**config.mk**
```make
export PLATFORM = sky130hd
export DESIGN_NAME = circular_fifo_queue
export DESIGN_NICKNAME = d
export VERILOG_FILES = /design/src/design/cfq_pkg.sv /design/src/design/cfq_ctrl.sv /design/src/design/cfq_dp.sv /design/src/design/circular_fifo_queue.sv
export SDC_FILE = /design/constraint.sdc
export NUM_CORES = 1
export LEC_CHECK = 0
export ABC_AREA = 1
export BUFFER_PORTS_ARGS = -buffer_cell sky130_fd_sc_hd__buf_2
export CORE_AREA = 2 2 246 248
export CTS_CLUSTER_SIZE = 24
export DETAILED_ROUTE_END_ITERATION = 10
export DIE_AREA = 0 0 248 250
export GPL_TIMING_DRIVEN = 0
export SLEW_MARGIN = 0
export SYNTH_ARGS = -nofsm -noshare
export SYNTH_HDL_FRONTEND = slang
export SYNTH_SLANG_ARGS = --single-unit
```
**constraint.sdc**
```tcl
create_clock -name clk -period 11.1 [get_ports clk]
set_clock_uncertainty 0.15 [all_clocks]
set_input_delay 2.22 -clock clk [delete_from_list [all_inputs] [get_ports clk]]
set_output_delay 2.22 -clock clk [all_outputs]
set_load 0.02 [all_outputs]
```
**src/design/cfq_pkg.sv**
```systemverilog
// types and constants of the circular fifo queue
package cfq_pkg;

	localparam int DATA_W = 32;

	typedef enum logic [1:0] {
		OP_ENQ  = 2'd0,
		OP_DEQ  = 2'd1,
		OP_PEEK = 2'd2,
		OP_DISP = 2'd3
	} op_t;

	localparam logic [1:0] ST_OK    = 2'd0;
	localparam logic [1:0] ST_FULL  = 2'd1;
	localparam logic [1:0] ST_EMPTY = 2'd2;

	typedef enum logic [1:0] {
		S_IDLE,
		S_EXEC,
		S_EMIT
	} state_t;

	typedef struct packed {
		logic take;
		logic exec;
		logic emit;
		logic pop;
		logic step;
	} cmd_t;

	typedef struct packed {
		op_t  op;
		logic res_ok;
		logic last_res;
		logic out_free;
	} sts_t;

endpackage

```
**src/design/cfq_ctrl.sv**
```systemverilog
// controller state machine of the circular fifo queue
module cfq_ctrl (
	input  logic          clk,
	input  logic          arst_n,
	input  logic          in_valid,
	output logic          in_stall,
	input  cfq_pkg::sts_t sts,
	output cfq_pkg::cmd_t cmd
);

	cfq_pkg::state_t state_q;
	cfq_pkg::state_t state_d;

	always_ff @(posedge clk or negedge arst_n) begin
		if (!arst_n) begin
			state_q <= cfq_pkg::S_IDLE;
		end else begin
			state_q <= state_d;
		end
	end

	always_comb begin
		state_d  = state_q;
		cmd      = '0;
		in_stall = 1'b1;
		case (state_q)
			cfq_pkg::S_IDLE: begin
				in_stall = 1'b0;
				if (in_valid) begin
					cmd.take = 1'b1;
					state_d  = cfq_pkg::S_EXEC;
				end
			end
			cfq_pkg::S_EXEC: begin
				cmd.exec = 1'b1;
				state_d  = cfq_pkg::S_EMIT;
			end
			cfq_pkg::S_EMIT: begin
				if (sts.out_free) begin
					cmd.emit = 1'b1;
					if (sts.last_res) begin
						cmd.pop = (sts.op == cfq_pkg::OP_DEQ) && sts.res_ok;
						state_d = cfq_pkg::S_IDLE;
					end else begin
						cmd.step = 1'b1;
						state_d  = cfq_pkg::S_EXEC;
					end
				end
			end
			default: begin
				state_d = cfq_pkg::S_IDLE;
			end
		endcase
	end

endmodule

```
**src/design/cfq_dp.sv**
```systemverilog
// datapath of the circular fifo queue: slot memory, pointers, output register
module cfq_dp #(
	parameter int DEPTH = 8
) (
	input  logic                              clk,
	input  logic                              arst_n,
	input  cfq_pkg::cmd_t                     cmd,
	output cfq_pkg::sts_t                     sts,
	input  logic [1:0]                        opcode,
	input  logic signed [cfq_pkg::DATA_W-1:0] push_value,
	output logic                              out_valid,
	input  logic                              out_stall,
	output logic [1:0]                        status,
	output logic signed [cfq_pkg::DATA_W-1:0] out_value,
	output logic                              last
);

	localparam int PTR_W = (DEPTH > 1) ? $clog2(DEPTH) : 1;
	localparam int CNT_W = $clog2(DEPTH + 1);
	localparam logic [PTR_W-1:0] PTR_MAX = PTR_W'(DEPTH - 1);
	localparam logic [CNT_W-1:0] CNT_FULL = CNT_W'(DEPTH);
	localparam logic [CNT_W-1:0] CNT_ONE = CNT_W'(1);

	logic signed [cfq_pkg::DATA_W-1:0] mem [DEPTH];

	logic [PTR_W-1:0]                  head_q;
	logic [PTR_W-1:0]                  tail_q;
	logic [PTR_W-1:0]                  walk_q;
	logic [CNT_W-1:0]                  count_q;
	logic [CNT_W-1:0]                  rem_q;
	cfq_pkg::op_t                      op_q;
	logic signed [cfq_pkg::DATA_W-1:0] val_q;
	logic signed [cfq_pkg::DATA_W-1:0] rd_q;
	logic [1:0]                        res_status_q;
	logic                              out_valid_q;
	logic [1:0]                        status_q;
	logic signed [cfq_pkg::DATA_W-1:0] out_value_q;
	logic                              last_q;

	logic full;
	logic empty;
	logic do_write;
	logic res_ok;
	logic last_res;

	function automatic logic [PTR_W-1:0] adv(input logic [PTR_W-1:0] p);
		adv = (p == PTR_MAX) ? '0 : p + PTR_W'(1);
	endfunction

	assign full     = (count_q == CNT_FULL);
	assign empty    = (count_q == '0);
	assign do_write = cmd.exec && (op_q == cfq_pkg::OP_ENQ) && !full;
	assign res_ok   = (res_status_q == cfq_pkg::ST_OK);
	assign last_res = (op_q != cfq_pkg::OP_DISP) || !res_ok || (rem_q == CNT_ONE);

	assign sts.op       = op_q;
	assign sts.res_ok   = res_ok;
	assign sts.last_res = last_res;
	assign sts.out_free = !out_valid_q || !out_stall;

	always_ff @(posedge clk) begin
		if (do_write) begin
			mem[tail_q] <= val_q;
		end
		if (cmd.exec) begin
			rd_q <= mem[walk_q];
		end
	end

	always_ff @(posedge clk) begin
		if (cmd.take) begin
			op_q  <= cfq_pkg::op_t'(opcode);
			val_q <= push_value;
		end
		if (cmd.exec) begin
			if (op_q == cfq_pkg::OP_ENQ) begin
				res_status_q <= full ? cfq_pkg::ST_FULL : cfq_pkg::ST_OK;
			end else begin
				res_status_q <= empty ? cfq_pkg::ST_EMPTY : cfq_pkg::ST_OK;
			end
		end
		if (cmd.emit) begin
			status_q    <= res_status_q;
			out_value_q <= (res_ok && (op_q != cfq_pkg::OP_ENQ)) ? rd_q : '0;
			last_q      <= last_res;
		end
	end

	always_ff @(posedge clk or negedge arst_n) begin
		if (!arst_n) begin
			head_q  <= '0;
			tail_q  <= '0;
			walk_q  <= '0;
			count_q <= '0;
			rem_q   <= '0;
		end else begin
			if (cmd.take) begin
				walk_q <= head_q;
				rem_q  <= count_q;
			end
			if (cmd.step) begin
				walk_q <= adv(walk_q);
				rem_q  <= rem_q - CNT_ONE;
			end
			if (do_write) begin
				tail_q  <= adv(tail_q);
				count_q <= count_q + CNT_ONE;
			end
			if (cmd.pop) begin
				head_q  <= adv(head_q);
				count_q <= count_q - CNT_ONE;
			end
		end
	end

	always_ff @(posedge clk or negedge arst_n) begin
		if (!arst_n) begin
			out_valid_q <= 1'b0;
		end else if (cmd.emit) begin
			out_valid_q <= 1'b1;
		end else if (!out_stall) begin
			out_valid_q <= 1'b0;
		end
	end

	assign out_valid = out_valid_q;
	assign status    = status_q;
	assign out_value = out_value_q;
	assign last      = last_q;

endmodule

```
**src/design/circular_fifo_queue.sv**
```systemverilog
// top level of the circular fifo queue
// A FIFO of DEPTH signed 32-bit words, every slot usable.
// Input channel: in_valid / in_stall carries opcode and push_value;
//   enqueue, dequeue, peek or display of all stored words.
// Output channel: out_valid / out_stall carries status, out_value, last.
//   Each request gives one result; display gives one result per stored word,
//   head first, with last set on the final one. Errors give status full or
//   empty with out_value zero.
// Timing: a request is taken in the idle state only; its first result
//   passes the EXEC and EMIT states and is then loaded into the output
//   register. Display returns from EMIT to EXEC for each further word,
//   as the slot memory has a registered read port.
// The output register holds a result while out_stall is high; the block
//   then waits before loading the next result and takes no new request.
//   A new request is taken while the last result still waits in the
//   output register.
// Reset clears pointers, fill count and valid; the slot memory is not
//   cleared, and only data from written slots ever reaches out_value.
module circular_fifo_queue #(
	parameter int DEPTH = 8
) (
	input  logic                              clk,
	input  logic                              arst_n,
	input  logic                              in_valid,
	output logic                              in_stall,
	input  logic [1:0]                        opcode,
	input  logic signed [cfq_pkg::DATA_W-1:0] push_value,
	output logic                              out_valid,
	input  logic                              out_stall,
	output logic [1:0]                        status,
	output logic signed [cfq_pkg::DATA_W-1:0] out_value,
	output logic                              last
);

	cfq_pkg::cmd_t cmd;
	cfq_pkg::sts_t sts;

	cfq_ctrl u_ctrl (
		.clk      (clk),
		.arst_n   (arst_n),
		.in_valid (in_valid),
		.in_stall (in_stall),
		.sts      (sts),
		.cmd      (cmd)
	);

	cfq_dp #(
		.DEPTH (DEPTH)
	) u_dp (
		.clk        (clk),
		.arst_n     (arst_n),
		.cmd        (cmd),
		.sts        (sts),
		.opcode     (opcode),
		.push_value (push_value),
		.out_valid  (out_valid),
		.out_stall  (out_stall),
		.status     (status),
		.out_value  (out_value),
		.last       (last)
	);

endmodule

```
# Word level (Yosys, flattened, before mapping)
# Memories as Yosys holds them, arrays and structs flattened. A register that Yosys moved wholly into a read port is not among the register bits.
# Cells that the tools add are included.
classes:
  add_sub_neg: 6
  eq_ne: 12
  n_reduce_logical: 19
  n_mux: 28
op_table:
  columns: ["operator", "count"]
  rows:
  - ["two-way mux 3 bit", 7]
  - ["two-way mux 4 bit", 4]
  - ["two-way mux 1 bit", 12]
  - ["adder 3 x 1 -> 3 bit (second input constant)", 3]
  - ["equality test 3 bit (second input constant)", 3]
  - ["two-way mux 2 bit", 4]
  - ["subtractor 4 x 1 -> 4 bit (second input constant)", 2]
  - ["zero test 2 bit", 3]
  - ["!= test 2 bit (second input constant)", 3]
  - ["case mux 2 bit (3 select lines)", 1]
  - ["nonzero test 2 bit", 3]
  - ["adder 4 x 1 -> 4 bit (second input constant)", 1]
  - ["equality test 2 x 1 -> 1 bit (second input constant)", 2]
  - ["equality test 4 x 1 -> 1 bit (second input constant)", 1]
  - ["equality test 4 bit (second input constant)", 1]
  - ["logical AND 1 bit", 4]
  - ["zero test 1 bit", 4]
  - ["zero test 4 bit", 1]
  - ["logical OR 1 bit", 3]
  - ["equality test 2 bit (second input constant)", 1]
  - ["!= test 2 x 1 -> 1 bit (second input constant)", 1]
  - ["AND reduction 2 bit", 1]
totals:
  register_bits: 91
  elab_cells: 79
  in_bits: 38
  ram_bits: 256
  mem_count: 1
  out_inout_bits: 37
memory_table:
  columns: ["memory", "depth", "width", "read_ports", "rd_ports_with_merged_regs", "wr", "line", "source"]
  rows:
  - ["u_dp.mem", 8, 32, 1, 1, 1, "cfq_dp.sv:24", "logic signed [cfq_pkg::DATA_W-1:0] mem [DEPTH];"]

# Logic depth before layout (Yosys ltp)
# Gate-level depths: netlist of run 1.
depth:
  word_depth: 8
  ltp_mapped: 13
  mapped_depth_nobuf: 13

# Hierarchy
# Synthesis of run 1 repeated with hierarchy kept, for this count alone.
unflattened:
  cells_unflattened: 1193
  area_unflattened_um2: 14846.7
modules_own_cells:
  columns: ["module", "cells_per_inst", "instances", "seq_area_each_um2", "area_each_um2"]
  rows:
  - ["cfq_dp", 1170, 1, 11230.8, 14707.9]
  - ["cfq_ctrl", 23, 1, 50.0, 138.9]

# Worst setup path after synthesis of run 1
# Ideal clock, no wire load.
synth_timing:
  path_kind: "register -> register"
  startpoint: "reg u_ctrl.state_q[1]"
  endpoint: "mem u_dp.mem[1][0] (netlist name) (enable)"
  arrival_ns: 3.983
  setup_ns: 0.502
  path_buffers: 1
  required_time_ns: 10.448
  path_stages_with_launch: 7
  setup_slack_ns: 6.466
  synth_period_minus_slack_ns: 4.634
  cell_sequence: "dfrtp_1 inv_2 nand2_1 nor2_1 nand2_2 buf_2 nor4_1"
synth_via:
  elab_chain_len: 6
synth_lines:
  columns: ["item", "line", "source"]
  rows:
  - ["start: declaration", "cfq_ctrl.sv:11", "cfq_pkg::state_t state_q;"]
  - ["start signal: assignment", "cfq_ctrl.sv:16", "state_q <= cfq_pkg::S_IDLE;"]
  - ["start signal: assignment", "cfq_ctrl.sv:18", "state_q <= state_d;"]
  - ["equality test 2 x 1 -> 1 bit", "cfq_ctrl.sv:26", "case (state_q)"]
  - ["two-way mux 1 bit", "cfq_ctrl.sv:26", null]
  - ["logical AND 1 bit (2 in series)", "cfq_dp.sv:52", "assign do_write = cmd.exec && (op_q == cfq_pkg::OP_ENQ) && !full;"]
  - ["two-way mux 1 bit", "cfq_dp.sv:62", "if (do_write) begin"]
  - ["two-way mux 1 bit (not written as such)", "cfq_dp.sv:63", "mem[tail_q] <= val_q;"]
  - ["end: declaration", "cfq_dp.sv:24", null]
# No other way between the ends.

==> results of run 1 <==
-- cells by family (layout without fill, tap and decap cells) --
kind of cell	Yosys count	count (layout)	synth area share, %
AND/OR/NAND/NOR	425	425	11.44
adder cells (fa/ha/maj)	11	11	0.9880
buffers and inverters	114	301	3.731
AO/OA/AOI/OAI	201	201	6.873
flip-flops	379	379	76.79
XOR/XNOR	3	3	0.1789
-- worst max-delay path: stages --
cell	delay (ps)
buf_2	110
nand2_1	100
inv_1	100
nor2_8	650
nand2_2	290
inv_1	200
ha_1	290
nand2_1	100
nand2_1	50
nor2b_1	100
nand2_1	70
nand3_1	70
nand2_1	50
-- layout by cell type (no fill, tap or decap), types with 3 or more instances in the layout --
| cell | netlist | final |
|---|---|---|
| buf_1 | 5 | 5 |
| o21ai_1 | 47 | 47 |
| bufinv_16 | 0 | 4 |
| buf_4 | 1 | 39 |
| buf_2 | 15 | 89 |
| clkbuf_1 | 17 | 27 |
| edfxtp_1 | 359 | 359 |
| nand2_2 | 3 | 3 |
| nand3_1 | 21 | 21 |
| inv_1 | 57 | 55 |
| clkbuf_16 | 0 | 43 |
| nor2_1 | 239 | 239 |
| ha_1 | 10 | 10 |
| clkbuf_2 | 4 | 4 |
| o21ai_0 | 152 | 152 |
| buf_6 | 11 | 13 |
| nand2_1 | 149 | 149 |
| dfrtp_1 | 20 | 20 |
| nor4_2 | 0 | 8 |
| inv_2 | 3 | 5 |
| clkinv_2 | 0 | 6 |
| clkinv_1 | 0 | 4 |
-- worst max-delay path by stage --
stage                                  startpoint                           to  slack, ps  cells past startpoint
floorplan           u_ctrl.state_q[1]$_DFFE_PN0P_     u_dp.mem[1][0]$_DFFE_PP_       6470                      6
global placement           u_dp.op_q[0]$_DFFE_PP_     u_dp.mem[1][9]$_DFFE_PP_       3370                      6
detailed placement                      out_stall  u_dp.count_q[3]$_DFFE_PN0P_       6340                     13
CTS                                     out_stall  u_dp.count_q[3]$_DFFE_PN0P_       6920                     13
global route                            out_stall  u_dp.count_q[3]$_DFFE_PN0P_       6700                     13
finish                                  out_stall  u_dp.count_q[3]$_DFFE_PN0P_       6980                     13
-- power by group through the flow --
stage	Sequential [uW]	Combinational [uW]	Clock, uW
3_3_place_gp	1980	912	0
6_report	1950	943	1340
3_5_place_dp	1980	960	0
2_1_floorplan	1980	569	0
5_1_grt	1970	1060	1430
4_1_cts	1950	967	1370
-- stage by stage --
step	power [uW]	hold slack, ps
CTS	4285	346.7
finish	4231	347.5
global placement	2892	324.6
detailed placement	2941	332.1
floorplan	2552	300.7
global route	4463	367.6
-- registers in the layout (all words and copies together), names as in the netlist --
name / count
u_ctrl.state_q: 2
u_dp.count_q: 4
u_dp.head_q: 3
u_dp.last: 1
u_dp.mem: 256
u_dp.op_q: 2
u_dp.out_valid: 1
u_dp.out_value: 32
u_dp.rd_q: 32
u_dp.rem_q: 4
u_dp.res_status_q: 2
u_dp.status: 2
u_dp.tail_q: 3
u_dp.val_q: 32
u_dp.walk_q: 3
-- final cells by class --
class	count	area (sq um)	area share (%)
flip-flops and latches	379	11280	63.56
inverters	60	225.2	1.269
plain buffers	54	322.8	1.819
multi-input cells	640	2912	16.40
clock buffers	53	1114	6.274
repair buffers	116	718.2	4.047
clock inverters	18	197.7	1.114
well taps	782	978.4	5.513
-- layer usage --
metal | wire length [um] | vias to the layer above | global-route usage, %
met2 | 16670 | 282 | 18.32
met1 | 14920 | 4352 | 14.16
met3 | 2192 | 63 | 2.269
met5 | 0 | - | 0
li1 | - | 4271 | -
met4 | 1005 | 0 | 4.157
==> out/metrics.csv, run 1 <==
metric,value,unit
status,"finished, final reports clean",
viasPerCell,4.266,
synth_most_common_cell,edfxtp_1,
grt.overflow.total,0,
fin_util,29.79,%
synth.yosys.warnings,0,
start_util,24.66,%
slew_viol_final,0,
syn_nets,1182,
numCtsBuffers,41,
crit_path_max_fanout,43,
cts_sinks,379,
power_switching,1313,uW
worst_ep_required_time,11390,ps
vias,8968,
yosys.area.top_type_share,73.38,%
cts_hold_buf,0,
num-fill-cells,5926,
dpl_cell_area,0.01644,sq mm
post-route-min-period,4124,ps
clk-insertion-delay-late,550,ps
combPwrFrac,22.3,%
grt_max_degree,44,
reg2reg_from,u_ctrl.state_q[1]$_DFFE_PN0P_,
wire_per_inst,16.55,um
fp-row-count,90,
first_iter_violations,781,
switching_share,31.04,%
power.internal,2917,uW
syn_avg_cell_area,12.97,sq um
maxSlewHeadroom,37.62,%
hold-path-cell-count,0,
hold_viol,0,
crit_type,input port to flip-flop,
hp-class,flip-flop to flip-flop,
cts_tree,built,
syn-cell-area,0.01469,sq mm
fin_area,0.01775,sq mm
drtPass1Iterations,5,
ant_nets,0,
antenna_cells,0,
ys.flop_type,edfxtp_1,
clockBufferDepth,3,
yosysTopAreaCell,edfxtp_1,
fin_nets,1341,
p_seq_share,46.1,%
synthTopCellsByArea,"edfxtp_1 73%, nor2_1 6.1%, o21ai_0 5.2%, nand2_1 3.8%, dfrtp_1 3.4%",
dp_slack,6340,ps
grt.total_usage,11.06,%
synth_edf_count,359,
r2r_slack,8300,ps
synthCells,1133,
tightest_slew,927.9,ps
finalSetupTns,0,ps
area_delta_synth_final,20.82,%
drv_cap,0,
root_buffer,clkbuf_16,
grt_pass1_vias,8736,
die_w,248,um
fmax,242.5,MHz
die_area,0.06200,sq mm
synth-seq-cells,379,
io_pins,75,
crit_arrival,4420,ps
grt_pass1_wl,51720,um
fin_crit_sh,37.15,%
post_cts_buffers,0,
ys_types,29,
rr_worst_depth,9,
hold_end,u_dp.status[1]$_DFFE_PP_,
critPathCaptureType,flip-flop,
stdcell_count,2102,
power_leakage,0.006466,uW
hpwl,23750,um
clkTransAtPathRegs,60,ps
wl,34790,um
gp_congestion,0.7433,
drive_gt1_share,16.97,%
antenna_found_initial,0,
vdd_ir_drop_max,121.1,uV
ctsResizeCount,0,
port_buffers,74,
finalSetupViolations,0,
layout_setup_ws,6976,ps
drc_errors,0,
power_frac_clock,31.6,%
dp_cells,2031,
synth_top_cells_by_count,"359 x edfxtp_1, 239 x nor2_1, 152 x o21ai_0, 149 x nand2_1, 57 x inv_1",
htree_levels,2,
rsz0062_at_grt,no,
hold_start,u_dp.res_status_q[1]$_SDFFCE_PP0P_,
reg2reg_to,u_dp.mem[1][10]$_DFFE_PP_,
cp-start-kind,input port,
p_per_area,238.4,mW/mm^2
core_region_area,0.05957,sq mm
seq_area_frac_synth,76.79,%
die_h,250,um
async_flop_share,5.277,%
No activity file was read; power rests on OpenSTA's default activity.
==> inputs of run 2 (changes only) <==
==> constraint.sdc (replaced) <==
create_clock -name clk -period 3.4 [get_ports clk]
set_clock_uncertainty 0.15 [all_clocks]
set_input_delay 0.68 -clock clk [delete_from_list [all_inputs] [get_ports clk]]
set_output_delay 0.68 -clock clk [all_outputs]
set_load 0.02 [all_outputs]
==> out/metrics.csv, run 2 (synthesis results as in run 1) <==
metric,value,unit,change
status,"finished, final reports clean",,unchanged
r2r_slack,620,ps,was 8300 ps
rsz0062_at_grt,no,,unchanged
num-fill-cells,5925,,was 5926
p_seq_share,46.1,%,about the same
dpl_cell_area,0.01644,sq mm,unchanged
reg2reg_from,u_ctrl.state_q[1]$_DFFE_PN0P_,,unchanged
grt_max_degree,44,,unchanged
finalSetupViolations,0,,unchanged
fp-row-count,90,,unchanged
grt_pass1_wl,51740,um,was 51720 um
clockBufferDepth,3,,unchanged
largest_reg_flops,256,,unchanged
cts_sinks,379,,unchanged
ctsResizeCount,0,,unchanged
rr_worst_depth,9,,unchanged
cts_tree,built,,unchanged
worst_ep_required_time,3510,ps,was 11390 ps
grt.total_usage,11.06,%,about the same
switching_share,31.04,%,about the same
area_delta_synth_final,20.88,%,was 20.82%
drc_errors,0,,unchanged
clkTransAtPathRegs,60,ps,about the same
slew_viol_final,0,,unchanged
power_switching,4288,uW,was 1313 uW
combPwrFrac,22.3,%,about the same
hpwl,23750,um,unchanged
hold_viol,0,,unchanged
multi_input_area,0.002912,sq mm,unchanged
stdcell_count,2103,,was 2102
power_frac_clock,31.6,%,about the same
die_area,0.06200,sq mm,unchanged
start_util,24.66,%,unchanged
final_common_cell,edfxtp_1,,unchanged
first_iter_violations,785,,was 781
viasPerCell,4.251,,was 4.266
antenna_found_initial,0,,unchanged
finalSetupTns,0,ps,unchanged
post_cts_buffers,0,,unchanged
grt.overflow.total,0,,unchanged
wire_per_inst,16.51,um,was 16.55 um
hp-class,input port to flip-flop,,was flip-flop to flip-flop
drtPass1Iterations,5,,unchanged
numCtsBuffers,41,,unchanged
final_cell_mix,"359 x edfxtp_1, 239 x nor2_1, 152 x o21ai_0",,unchanged
reg2reg_to,u_dp.mem[1][10]$_DFFE_PP_,,unchanged
drv_cap,0,,unchanged
power_leakage,0.006470,uW,was 0.006466 uW
ant_nets,0,,unchanged
p_per_area,777.9,mW/mm^2,was 238.4 mW/mm^2
vias,8939,,was 8968
vdd_ir_drop_max,395.6,uV,was 121.1 uV
dp_slack,179.6,ps,was 6340 ps
io_pins,75,,unchanged
layout_setup_ws,621.2,ps,was 6976 ps
crit_arrival,2880,ps,was 4420 ps
hold_start,push_value[25],,was u_dp.res_status_q[1]$_SDFFCE_PP0P_
gp_congestion,0.7433,,unchanged
hold_end,u_dp.val_q[25]$_DFFE_PP_,,was u_dp.status[1]$_DFFE_PP_
wl,34720,um,was 34790 um
regMostFlops,u_dp.mem,,unchanged
critPathCaptureType,flip-flop,,unchanged
crit_type,flip-flop to flip-flop,,was input port to flip-flop
clk-insertion-delay-late,550,ps,about the same
fin_util,29.81,%,was 29.79%
maxSlewHeadroom,40.28,%,was 37.62%
fmax,359.9,MHz,
power.internal,9526,uW,was 2917 uW
die_h,250,um,unchanged
cp-start-kind,flip-flop,,was input port
root_buffer,clkbuf_16,,unchanged
drive_gt1_share,16.96,%,was 16.97%
tightest_slew,888.4,ps,was 927.9 ps
die_w,248,um,unchanged
fin_crit_sh,81.73,%,
seq_area,0.01128,sq mm,unchanged
fin_area,0.01776,sq mm,was 0.01775 sq mm
grt_pass1_vias,8742,,was 8736
post-route-min-period,2779,ps,
crit_path_max_fanout,10,,was 43
dp_cells,2031,,unchanged
fin_nets,1342,,was 1341
core_region_area,0.05957,sq mm,unchanged
antenna_cells,0,,unchanged
port_buffers,74,,unchanged
htree_levels,2,,unchanged
hold-path-cell-count,1,,was 0
[run 2: cell types whose count changed in the layout (fill, tap and decap cells not counted)]
| cell | previous run | this run |
|---|---|---|
| dlygate4sd3_1 | 0 | 1 |
[run 2: metal layers]
| metal | vias to the layer above | global-route usage, % | part of all wire [%] |
|---|---|---|---|
| met5 | - | 0 | 0 |
| met4 | 0 | 4.157 | 2.9 |
| met3 | 62 | 2.269 | 6.2 |
| met2 | 281 | 18.32 | 48 |
| met1 | 4328 | 14.16 | 43 |
| li1 | 4268 | - | - |
[run 2: area by class of cell]
type / instances / share of cell area [%]
buffer: 54 / 1.818
clock buffer: 53 / 6.271
clock inverter: 18 / 1.113
inverter: 60 / 1.268
multi-input combinational: 640 / 16.40
sequential: 379 / 63.52
tap: 782 / 5.510
timing repair buffer: 117 / 4.101
[run 2: through the flow]
stage / hold slack (ps) / power (uW)
2_1_floorplan: 234.4 / 8333
3_3_place_gp: 324.6 / 9443
3_5_place_dp: 332.1 / 9601
4_1_cts: 125.7 / 13990
5_1_grt: 131.8 / 14570
6_report: 152.5 / 13810
[run 2: power groups by stage]
| stage | registers [uW] | logic [uW] | clock network (uW) |
|---|---|---|---|
| after floorplan | 6480 | 1860 | 0 |
| after global placement | 6470 | 2980 | 0 |
| after detailed placement | 6470 | 3140 | 0 |
| after CTS | 6370 | 3160 | 4460 |
| after global routing | 6440 | 3470 | 4660 |
| final | 6360 | 3080 | 4370 |
[run 2: what timing repair did]
item / 4_1_cts / 5_1_grt
hold buffers: 1 / 0
setup endpoints to repair: 0 / 0
hold endpoints to repair: 20 / 0
[run 2: worst max path at each step]
| stage | start | endpoint | slack [ps] |
|---|---|---|---|
| 2_1_floorplan | u_ctrl.state_q[1]$_DFFE_PN0P_ | u_dp.mem[1][0]$_DFFE_PP_ | -1230 |
| 3_3_place_gp | u_dp.op_q[0]$_DFFE_PP_ | u_dp.mem[1][9]$_DFFE_PP_ | -4330 |
| 3_5_place_dp | out_stall | u_dp.count_q[3]$_DFFE_PN0P_ | 180 |
| 4_1_cts | u_dp.out_valid$_DFFE_PN0P_ | u_dp.count_q[3]$_DFFE_PN0P_ | 570 |
| 5_1_grt | u_dp.out_valid$_DFFE_PN0P_ | u_dp.count_q[3]$_DFFE_PN0P_ | 330 |
| 6_report | u_ctrl.state_q[1]$_DFFE_PN0P_ | u_dp.mem[1][10]$_DFFE_PP_ | 620 |
[run 2: worst max-delay path, stage by stage, from the launching register on]
cell     delay (ps)
dfrtp_1         400
inv_2            80
nand2_1          90
nor2_1          150
nand2_2         130
buf_2           230
nor4_2          580
buf_4           310
buf_4           190
buf_4           170
==> inputs of run 3 (changes only) <==
--- a/config.mk
+++ b/config.mk
@@ -5,12 +5,12 @@
 export SDC_FILE = /design/constraint.sdc
 export NUM_CORES = 1
 export LEC_CHECK = 0
-export ABC_AREA = 1
+export ABC_AREA = 0
 export BUFFER_PORTS_ARGS = -buffer_cell sky130_fd_sc_hd__buf_2
-export CORE_AREA = 2 2 246 248
+export CORE_AREA = 2 2 241 243
 export CTS_CLUSTER_SIZE = 24
 export DETAILED_ROUTE_END_ITERATION = 10
-export DIE_AREA = 0 0 248 250
+export DIE_AREA = 0 0 243 245
 export GPL_TIMING_DRIVEN = 0
 export SLEW_MARGIN = 0
 export SYNTH_ARGS = -nofsm -noshare
==> constraint.sdc (replaced) <==
create_clock -name clk -period 2.9 [get_ports clk]
set_clock_uncertainty 0.15 [all_clocks]
set_input_delay 0.58 -clock clk [delete_from_list [all_inputs] [get_ports clk]]
set_output_delay 0.58 -clock clk [all_outputs]
set_load 0.02 [all_outputs]
==> out/metrics.csv, run 3 <==
metric,value,unit,change
final_common_cell,edfxtp_1,,unchanged
grt_pass1_wl,43730,um,was 51740 um
syn-cell-area,0.01414,sq mm,was 0.01469 sq mm
p_per_area,912.7,mW/mm^2,was 777.9 mW/mm^2
fin_nets,824,,was 1342
fmax,374.0,MHz,was 359.9 MHz
power_leakage,0.005632,uW,was 0.006470 uW
vias,6339,,was 8939
async_flop_share,5.277,%,unchanged
die_h,245,um,was 250 um
cts_sinks,379,,unchanged
synth_most_common_cell,edfxtp_1,,unchanged
syn_nets,683,,was 1182
final_cell_mix,"359 x edfxtp_1, 79 x buf_2, 64 x mux4_2",,"was 359 x edfxtp_1, 239 x nor2_1, 152 x o21ai_0"
clk-insertion-delay-late,540,ps,was 550 ps
die_area,0.05954,sq mm,was 0.06200 sq mm
clockBufferDepth,3,,unchanged
fin_util,30.26,%,was 29.81%
hold_viol,0,,unchanged
hp-class,input port to flip-flop,,unchanged
drc_errors,0,,unchanged
wire_per_inst,18.32,um,was 16.51 um
gp_congestion,0.6925,,was 0.7433
synth.yosys.warnings,0,,unchanged
drive_gt1_share,34.87,%,was 16.96%
htree_levels,2,,unchanged
finalSetupViolations,0,,unchanged
dp_slack,-135.0,ps,was 179.6 ps
syn_avg_cell_area,22.30,sq um,was 12.97 sq um
start_util,24.79,%,was 24.66%
vdd_ir_drop_max,473.6,uV,was 395.6 uV
crit_path_top_delay_cell,a2111oi_4,,was nor4_2
antenna_cells,0,,unchanged
root_buffer,clkbuf_16,,unchanged
layout_setup_ws,226.1,ps,was 621.2 ps
status,"finished, final reports clean",,unchanged
clkTransAtPathRegs,60,ps,about the same
crit_arrival,2750,ps,was 2880 ps
grt_pass1_vias,6872,,was 8742
core_region_area,0.05703,sq mm,was 0.05957 sq mm
post-route-min-period,2674,ps,was 2779 ps
io_pins,75,,unchanged
hpwl,18300,um,was 23750 um
ctsResizeCount,0,,unchanged
cp_slowest_stage_delay,540,ps,was 580 ps
slew_viol_final,0,,unchanged
seq_area_frac_synth,79.79,%,was 76.79%
synthTopCellsByArea,"edfxtp_1 76%, mux4_2 10%, dfrtp_1 3.5%, mux2_2 2.7%, and2_1 1.4%",,"was edfxtp_1 73%, nor2_1 6.1%, o21ai_0 5.2%, nand2_1 3.8%, dfrtp_1 3.4%"
synth_edf_count,359,,unchanged
yosys.area.top_type_share,76.25,%,was 73.38%
synth-seq-cells,379,,unchanged
grt.overflow.total,0,,unchanged
grt.total_usage,9.808,%,was 11.06%
finalPower,15750,uW,was 13810 uW
ys.flop_type,edfxtp_1,,unchanged
cts_tree,built,,unchanged
fp-row-count,88,,was 90
grt_max_degree,29,,was 44
wl,28720,um,was 34720 um
numCtsBuffers,38,,was 41
ant_nets,0,,unchanged
crit_path_max_fanout,15,,was 10
synth_top_cells_by_count,"359 x edfxtp_1, 64 x mux4_2, 34 x mux2_2, 32 x and2_1, 20 x dfrtp_1",,"was 359 x edfxtp_1, 239 x nor2_1, 152 x o21ai_0, 149 x nand2_1, 57 x inv_1"
yosysTopAreaCell,edfxtp_1,,unchanged
port_buffers,74,,unchanged
maxSlewHeadroom,34.96,%,was 40.28%
antenna_found_initial,1,,was 0
worstPathCellList,nand2b_1 -> a2111oi_4 -> nand2_1 -> nor3_4 -> buf_8,,was inv_2 -> nand2_1 -> nor2_1 -> nand2_2 -> buf_2 -> nor4_2 -> buf_4 -> buf_4 -> buf_4
cp-start-kind,flip-flop,,unchanged
worst_ep_required_time,2980,ps,was 3510 ps
area_delta_synth_final,22.05,%,was 20.88%
fin_crit_sh,92.20,%,was 81.73%
largest_reg_flops,256,,unchanged
first_iter_violations,557,,was 785
drv_cap,0,,unchanged
synthCells,634,,was 1133
die_w,243,um,was 248 um
viasPerCell,4.043,,was 4.251
regMostFlops,u_dp.mem,,unchanged
tightest_slew,968.2,ps,was 888.4 ps
num-fill-cells,5592,,was 5925
rsz0062_at_grt,no,,unchanged
drtPass1Iterations,5,,unchanged
crit_type,flip-flop to flip-flop,,unchanged
critPathCaptureType,flip-flop,,unchanged
ys_types,48,,was 29
run 3: changes by cell type after synthesis, sizes merged, moves of 22 or more:
cell	delta
and2	+32
buf	-22
inv	-49
mux2	+35
mux4	+64
nand2	-137
nor2	-230
o21ai	-196
run 3: stage by stage:
stage,instance area (sq um),cells,TNS (ps),hold WS (ps)
5_1_grt,17260,1568,0,44.75
3_3_place_gp,15480,1473,-495260,342.6
3_5_place_dp,15880,1488,-10070,348.3
4_1_cts,17260,1568,0,46.18
2_1_floorplan,14150,634,-80520,134.4
6_report,17260,1568,0,65.99
run 3: layer usage:
metal	global-route usage [%]	vias to the layer above	share of wire, %
li1	-	2870	-
met1	13.44	3281	46
met2	15.79	146	47
met3	2.143	42	4.7
met4	2.544	0	1.7
met5	0	-	0
run 3: worst paths after layout:
kind	endpoint	cells past startpoint	from	slack (ps)
max	u_dp.mem[1][14]$_DFFE_PP_	5	u_ctrl.state_q[1]$_DFFE_PN0P_	230
min	u_dp.val_q[30]$_DFFE_PP_	1	push_value[30]	70
max reg2reg	u_dp.mem[1][14]$_DFFE_PP_	5	u_ctrl.state_q[1]$_DFFE_PN0P_	230
min reg2reg	u_dp.status[0]$_DFFE_PP_	0	u_dp.res_status_q[0]$_SDFFCE_PN0P_	360
max in group asynchronous	u_dp.walk_q[2]$_DFFE_PN0P_	2	arst_n	1830
min in group asynchronous	u_dp.head_q[1]$_DFFE_PN0P_	2	arst_n	420
run 3: cell type report:
type | instances | area, sq um | share of cell area (%)
Buffer | 22 | 103.9 | 0.6018
Clock buffer | 48 | 1020 | 5.909
Clock inverter | 20 | 203.9 | 1.182
Inverter | 11 | 41.29 | 0.2393
Multi-Input combinational cell | 222 | 2791 | 16.18
Sequential cell | 379 | 11280 | 65.37
Tap cell | 765 | 957.2 | 5.547
Timing Repair Buffer | 101 | 858.3 | 4.974
run 3: logic make-up (layout without fill, tap and decap cells):
group                    Yosys count  in the layout  share of synthesized area [%]
AO/OA/AOI/OAI                     21             21                          1.248
XOR/XNOR                           3              3                         0.1859
adder cells (fa/ha/maj)           11             11                          1.027
buffers and inverters             33            202                          1.026
flip-flops                       379            379                          79.79
multiplexers                     101            101                          13.12
AND/OR/NAND/NOR                   86             86                          3.602
run 3: worst max-delay path: cells and delay by family, from the launching register on:
kind	cells	cell delay [ps]
and+or+nand+nor	3	970
AOI/OAI and AO/OA	1	540
DFF	1	450
buffers and inverters	1	240
run 3: where the power goes:
group	switching [uW]	internal, uW
clock	2000	2850
combinational	1800	1540
sequential	488	7070
total	4290	11500
run 3: what timing repair did:
action                                 CTS  global route
hold buffers                             1             0
endpoints found under the hold margin   20             0
buffers inserted                        11             0
setup endpoints to repair              132             0
